$ cat src/hw/rtl/m3inv_pkg.sv
// Package for the 3x3 matrix inverse block.
// Shared widths, cofactor operand tables, status codes and lane types.
// No dependencies.
`default_nettype none

package m3inv_pkg;

   localparam int unsigned ELEM_W  = 32;   // Q16.16 element
   localparam int unsigned NELEM   = 9;
   localparam int unsigned COF_W   = 64;   // exact cofactor, Q32.32
   localparam int unsigned DET_W   = 97;   // exact determinant, Q48.48
   localparam int unsigned QUO_W   = 32;   // quotient bits produced per lane
   localparam int unsigned STAT_W  = 2;
   localparam int unsigned REQ_W   = ELEM_W * NELEM;
   localparam int unsigned RES_W   = ELEM_W * NELEM + STAT_W;
   localparam int unsigned RSP_W   = ((RES_W + 7) / 8) * 8;

   typedef logic [3:0] idx_type;

   // cofactor k = a[CF_X]*a[CF_Y] - a[CF_U]*a[CF_V]
   localparam idx_type CF_X [NELEM] = '{4'd4, 4'd2, 4'd1, 4'd5, 4'd0, 4'd2, 4'd3, 4'd1, 4'd0};
   localparam idx_type CF_Y [NELEM] = '{4'd8, 4'd7, 4'd5, 4'd6, 4'd8, 4'd3, 4'd7, 4'd6, 4'd4};
   localparam idx_type CF_U [NELEM] = '{4'd5, 4'd1, 4'd2, 4'd3, 4'd2, 4'd0, 4'd4, 4'd0, 4'd1};
   localparam idx_type CF_V [NELEM] = '{4'd7, 4'd8, 4'd4, 4'd8, 4'd6, 4'd5, 4'd6, 4'd7, 4'd3};

   typedef enum logic [STAT_W-1:0] {
      STATUS_OK        = 2'd0,
      STATUS_SINGULAR  = 2'd1,
      STATUS_SATURATED = 2'd2
   } status_type;

   // side information that travels with each lane's quotient
   typedef struct packed {
      logic neg;    // result sign
      logic ovf;    // quotient at least 2^32
      logic sing;   // determinant zero
   } lane_meta_type;

endpackage

`default_nettype wire

$ cat src/hw/rtl/m3inv_merge.sv
// Merge stage: signs and saturates the nine lane quotients, forms status,
// and holds results in a two-entry output queue.
// Depends on m3inv_pkg.
`default_nettype none

module m3inv_merge
   import m3inv_pkg::*;
(
   input  wire logic               clock,
   input  wire logic               reset,
   input  wire logic               in_valid,
   input  wire logic [QUO_W-1:0]   quo [NELEM],
   input  wire lane_meta_type      meta [NELEM],
   output logic                    en,
   output logic                    out_valid,
   input  wire logic               out_ready,
   output logic [RES_W-1:0]        out_data
);

   logic [RES_W-1:0]   mem_ff [2];
   logic               wp_ff, rp_ff;
   logic [1:0]         cnt_ff, cnt_in;
   logic               push, pop;
   logic [RES_W-1:0]   res;
   logic [NELEM-1:0]   sat;
   status_type         st;

   // sign and saturate each element
   always_comb begin
      logic [QUO_W-1:0] v;
      logic [QUO_W-1:0] lim;
      logic             ovr;
      res = '0;
      for (int k = 0; k < NELEM; k++) begin
         lim = meta[k].neg ? {1'b1, {(QUO_W-1){1'b0}}} : {1'b0, {(QUO_W-1){1'b1}}};
         ovr = meta[k].ovf || (quo[k] > lim);
         sat[k] = ovr;
         v = ovr ? lim : quo[k];
         if (!meta[0].sing)
            res[k*ELEM_W +: ELEM_W] = meta[k].neg ? ELEM_W'(-v) : v;
      end
      if (meta[0].sing)   st = STATUS_SINGULAR;
      else if (|sat)      st = STATUS_SATURATED;
      else                st = STATUS_OK;
      res[RES_W-1 -: STAT_W] = st;
   end

   assign en        = (cnt_ff != 2'd2);
   assign push      = in_valid && en;
   assign pop       = out_valid && out_ready;
   assign out_valid = (cnt_ff != 2'd0);
   assign out_data  = mem_ff[rp_ff];

   always_comb begin
      cnt_in = cnt_ff;
      case ({push, pop})
         2'b10:   cnt_in = cnt_ff + 2'd1;
         2'b01:   cnt_in = cnt_ff - 2'd1;
         default: cnt_in = cnt_ff;
      endcase
   end

   // queue pointers and count
   always_ff @(posedge clock) begin
      if (reset) begin
         wp_ff  <= 1'b0;
         rp_ff  <= 1'b0;
         cnt_ff <= 2'd0;
      end else begin
         cnt_ff <= cnt_in;
         if (push) wp_ff <= !wp_ff;
         if (pop)  rp_ff <= !rp_ff;
      end
   end

   // queue storage
   always_ff @(posedge clock) begin
      if (push) mem_ff[wp_ff] <= res;
   end

   a_cnt_range: assert property (@(posedge clock) disable iff (reset)
      cnt_ff != 2'd3) else $error("output queue count out of range");
   a_cnt_track: assert property (@(posedge clock) disable iff (reset)
      (push && !pop) |=> (cnt_ff == $past(cnt_ff) + 2'd1))
      else $error("output queue count missed a push");
   a_sing_zero: assert property (@(posedge clock) disable iff (reset)
      (push && meta[0].sing) |-> (res[NELEM*ELEM_W-1:0] == '0))
      else $error("singular item with nonzero elements");

endmodule

`default_nettype wire

$ cat config.mk
export PLATFORM = sky130hd
export DESIGN_NAME = m3inv_merge
export DESIGN_NICKNAME = d
export VERILOG_FILES = /design/src/hw/rtl/m3inv_pkg.sv /design/src/hw/rtl/m3inv_merge.sv
export SDC_FILE = /design/constraint.sdc
export NUM_CORES = 1
export LEC_CHECK = 0
export ABC_AREA = 1
export BUFFER_PORTS_ARGS = -buffer_cell sky130_fd_sc_hd__clkbuf_2
export CAP_MARGIN = 15
export CELL_PAD_IN_SITES_DETAIL_PLACEMENT = 0
export CELL_PAD_IN_SITES_GLOBAL_PLACEMENT = 2
export CORE_AREA = 5 5 346 348
export CTS_BUF_LIST = sky130_fd_sc_hd__clkbuf_16
export DETAILED_ROUTE_END_ITERATION = 16
export DIE_AREA = 0 0 351 353
export PLACE_DENSITY_LB_ADDON = 0.15
export SYNTH_ARGS = -nofsm -noshare
export SYNTH_HDL_FRONTEND = slang
export SYNTH_SLANG_ARGS = --single-unit
$ cat constraint.sdc
create_clock -name clock -period 23 [get_ports clock]
set_input_delay 4.6 -clock clock [delete_from_list [all_inputs] [get_ports clock]]
set_output_delay 4.6 -clock clock [all_outputs]
set_load 0.01 [all_outputs]
==> flow_metrics.py <==
metrics = {
    "routing": {
        "drt_wl_total_um": 139000,
        "vias": 34841,
        "initialDrtViolationCount": 2357,
        "firstDrtPassIters": 8,
        "detail_route.wl_per_cell_um": 20.3,
        "drc_errors": 0,
        "detail-route-antenna-nets": 0,
        "routed_via_density": 5.10,
    },
    "grt": {
        "grt_use_total": 0.218,
        "antenna_found_initial": 24,
        "grt.overflow.total": 0,
        "grt_pass1_wl_um": 209000,
        "grt_start_max_net_pins": 154,
        "grt_pass1_vias": 33716,
    },
    "synth": {
        "synth_area_per_cell_um2": 8.57,
        "synth-edff-count": 580,
        "number_of_instances_in_the_synthesized_netlist": 4710,
        "synth.yosys.warnings": 0,
        "synth_top_area_cell": "edfxtp_1",
        "synth_top_cells_by_area": "edfxtp_1 (43%), nand2_1 (10%), ha_1 (9.2%)",
        "post_synth_top_flop": "edfxtp_1",
        "synthArstFlopShare": 0,
        "synth_nets": 5327,
        "yosys.area.top_type_share": 0.432,
        "register_bit_total_from_synthesis": 585,
        "synth_area_um2": 40300,
        "number_of_library_cell_types_mapped_by_synthesis": 54,
        "synth-seq-area-share": 0.434,
    },
    "timing": {
        "setup_repair_after_global_routing_missed_its_margin": "no",
        "timing.fmax_mhz": 101,
        "final_hold_viol_count": 0,
        "max-slew-margin-rel": 0.300,
        "worst_clock_skew_ns": 0.0205,
        "max_slew.worst_pin.slew_ns": 1.05,
        "setup-violations-final": 0,
        "final_period_minus_worst_setup_slack_ns": 9.87,
        "setup_total_negative_slack_ns": 0,
        "min_period_over_period": 0.429,
        "final_max_slew_viol_count": 0,
    },
    "final_layout": {
        "sequential_cell_area_um2": 17500,
        "layout-area-overhead-vs-synth_pct": 16.7,
        "post_route_cells_drive_above_1_share": 0.209,
        "layout.filler_cells": 11997,
        "multi_input_area_um2": 20900,
        "layoutNonFillerInstCount": 6834,
        "nets": 5857,
    },
    "die": {
        "dieArea_um2": 124000,
        "die_h_um": 353,
        "initial_core_util": 0.348,
        "floorplan.io_pins": 611,
        "width_of_the_chip_um": 351,
        "placementRows": 125,
        "core_um2": 116000,
    },
    "worst_setup_path": {
        "worst_path_max_delay_cell": "nand2_2",
        "timing.critical_path.arrival_ns": 10.33,
        "cp_num_buf_inv": 4,
        "path_depth": 23,
        "critical_path_sink_type": "register",
        "crit_type": "input port to register",
        "critical-path-top-cell-by-count": "nand2_1",
        "cp_data_required_time_ns": 23.47,
        "timing.reg2reg.worst_path_depth": 7,
        "timing.critical_path.cells": "clkbuf_2, buf_4, clkinv_1, ha_1, nand2_1, nor2_1, nand2_1, nor2_1, nand4_1, nand2_2, nand2_2, nand2_2, inv_1, a21oi_1, ha_1, nand2_1, nor2_2, nand3_1, o21bai_1, nand2_1, nand2_1, nand2_1, nor2_1",
        "worst_path_largest_cell_delay_ns": 0.74,
        "timing.critical_path.from_type": "input port",
        "cpLargestDelayFamily": "simple AND/OR/NAND/NOR gates",
        "critical_path_peak_fanout": 62,
    },
    "clock_tree": {
        "numCtsBuffers": 72,
        "post_cts.repair.setup_buffers": 0,
        "cts_max_level": 3,
        "clock_sink_count": 585,
        "cts.root.buffer_cell": "clkbuf_16",
        "tritoncts_clock_tree": "done",
        "clk_latency_ns": 0.64,
        "clk_pin_slew_worst_paths_ns": 0.06,
        "max-clock-path-buffers": 3,
        "cts_hold_buf": 0,
        "cts_resized": 0,
    },
    "hold_path": {
        "min_path_type": "register to register",
        "whs_path_depth": 2,
    },
    "job": {
        "drv.max_cap_violation_count": 0,
    },
    "place": {
        "port_buffers": 602,
        "gpl.final_weighted_congestion": 0.863,
        "numPlacedInstances": 6690,
        "detailedPlacementHpwl_um": 105000,
    },
    "outcome": {
        "outcome": "complete, no violations",
    },
    "power": {
        "power.total_mw": 3.59,
        "static-leakage-power_nw": 21.3,
        "power_per_cell_area_nw_per_um2": 76.2,
        "vdd_ir_drop_max_mv": 0.0568,
    },
}
[flip-flops by register name (all words and copies together), names as in the netlist, named ones only]
name / flops
cnt_ff: 2
mem_ff: 580
rp_ff: 1
wp_ff: 1
[cells in the mapped netlist, types with 5 or more instances]
library cell / n
clkbuf_1: 104
o211a_1: 9
a21oi_1: 245
buf_2: 32
nand2_1: 1118
dfxtp_1: 5
inv_1: 286
ha_1: 298
nor2_2: 5
o21bai_1: 8
o21ai_0: 178
o211ai_1: 9
nor3_1: 36
nand4_1: 73
clkinv_1: 12
buf_1: 25
buf_6: 5
nand2_4: 7
edfxtp_1: 580
o21a_1: 11
buf_4: 12
or2_2: 9
nand3b_1: 23
nand3_1: 554
a21o_1: 10
o311ai_0: 7
a21oi_2: 6
a311oi_1: 9
o21ai_4: 5
nor2_1: 609
nand2_2: 18
nor3_2: 5
mux2_2: 290
a31oi_1: 68
[per-stage QoR]
step / instance area (um2) / hold WS, ns / worst slack, ns / utilization
6_report: 47100 / 0.475 / 13.13 / 0.406
2_1_floorplan: 40300 / 0.454 / 5.33 / -
3_3_place_gp: 44700 / 0.469 / 12.52 / 0.386
5_1_grt: 47100 / 0.501 / 12.61 / 0.406
3_5_place_dp: 44700 / 0.466 / 12.54 / 0.386
4_1_cts: 47100 / 0.476 / 13.23 / 0.406
[per-layer routing]
layer  part of all wire  up-vias  wire length, um  GRT usage
met2               0.45      789            62500      0.346
met5            0.00064        -               89          0
met3              0.066      155             9220     0.0524
met1               0.46    16281            63300      0.294
met4              0.028       16             3910     0.0661
li1                   -    17600                -          -
[cell usage in the layout (no fill, tap or decap), types with 33 or more instances in the layout]
cell / synthesis / layout
a31oi_1: 68 / 68
mux2_2: 290 / 290
ha_1: 298 / 298
nand4_1: 73 / 73
edfxtp_1: 580 / 580
nand3_1: 554 / 554
nor3_1: 36 / 36
o21ai_0: 178 / 178
buf_4: 12 / 33
nand2_1: 1118 / 1118
a21oi_1: 245 / 244
clkbuf_16: 0 / 74
clkbuf_2: 0 / 601
inv_1: 286 / 297
nor2_1: 609 / 607
[worst register-to-register path, cell delays in order, from the launching register on]
cell	delay, ns
dfxtp_1	0.37
inv_1	0.09
nand2_1	0.11
nand2_1	0.17
nor2_4	0.11
buf_4	0.67
buf_4	0.74
buf_4	0.82
[cells by family (layout without fill, tap and decap cells)]
| logic type | Yosys count | count (layout) | synth area share |
|---|---|---|---|
| other | 0 | 14 | 0 |
| AND/OR/NAND/NOR | 2480 | 2480 | 0.263 |
| buffers and inverters | 481 | 1067 | 0.0481 |
| flip-flops | 585 | 585 | 0.434 |
| AO/OA/AOI/OAI | 576 | 576 | 0.0814 |
| adder cells (fa/ha/maj) | 298 | 298 | 0.0924 |
| multiplexers | 290 | 290 | 0.0810 |
[power breakdown]
part / switching (mW) / internal [mW]
combinational: 0.714 / 0.385
sequential: 0.0342 / 1.34
clock: 0.461 / 0.655
[area by class of cell]
| type | instances | area share |
|---|---|---|
| multi-input cells | 3644 | 0.444 |
| well taps | 1524 | 0.0405 |
| repair buffers | 635 | 0.0695 |
| diodes | 14 | 0.000744 |
| flip-flops and latches | 585 | 0.372 |
| clock inverters | 56 | 0.00983 |
| inverters | 302 | 0.0242 |
| clock buffers | 74 | 0.0393 |
[final timing paths]
check                    to  slack [ns]       from
min                register        0.48      rp_ff
max reg2reg   mem_ff[0][70]       19.48  cnt_ff[0]
min reg2reg        register        0.48      rp_ff
max          mem_ff[0][244]       13.13    meta[5]
Power figures use the tool's default switching activity.
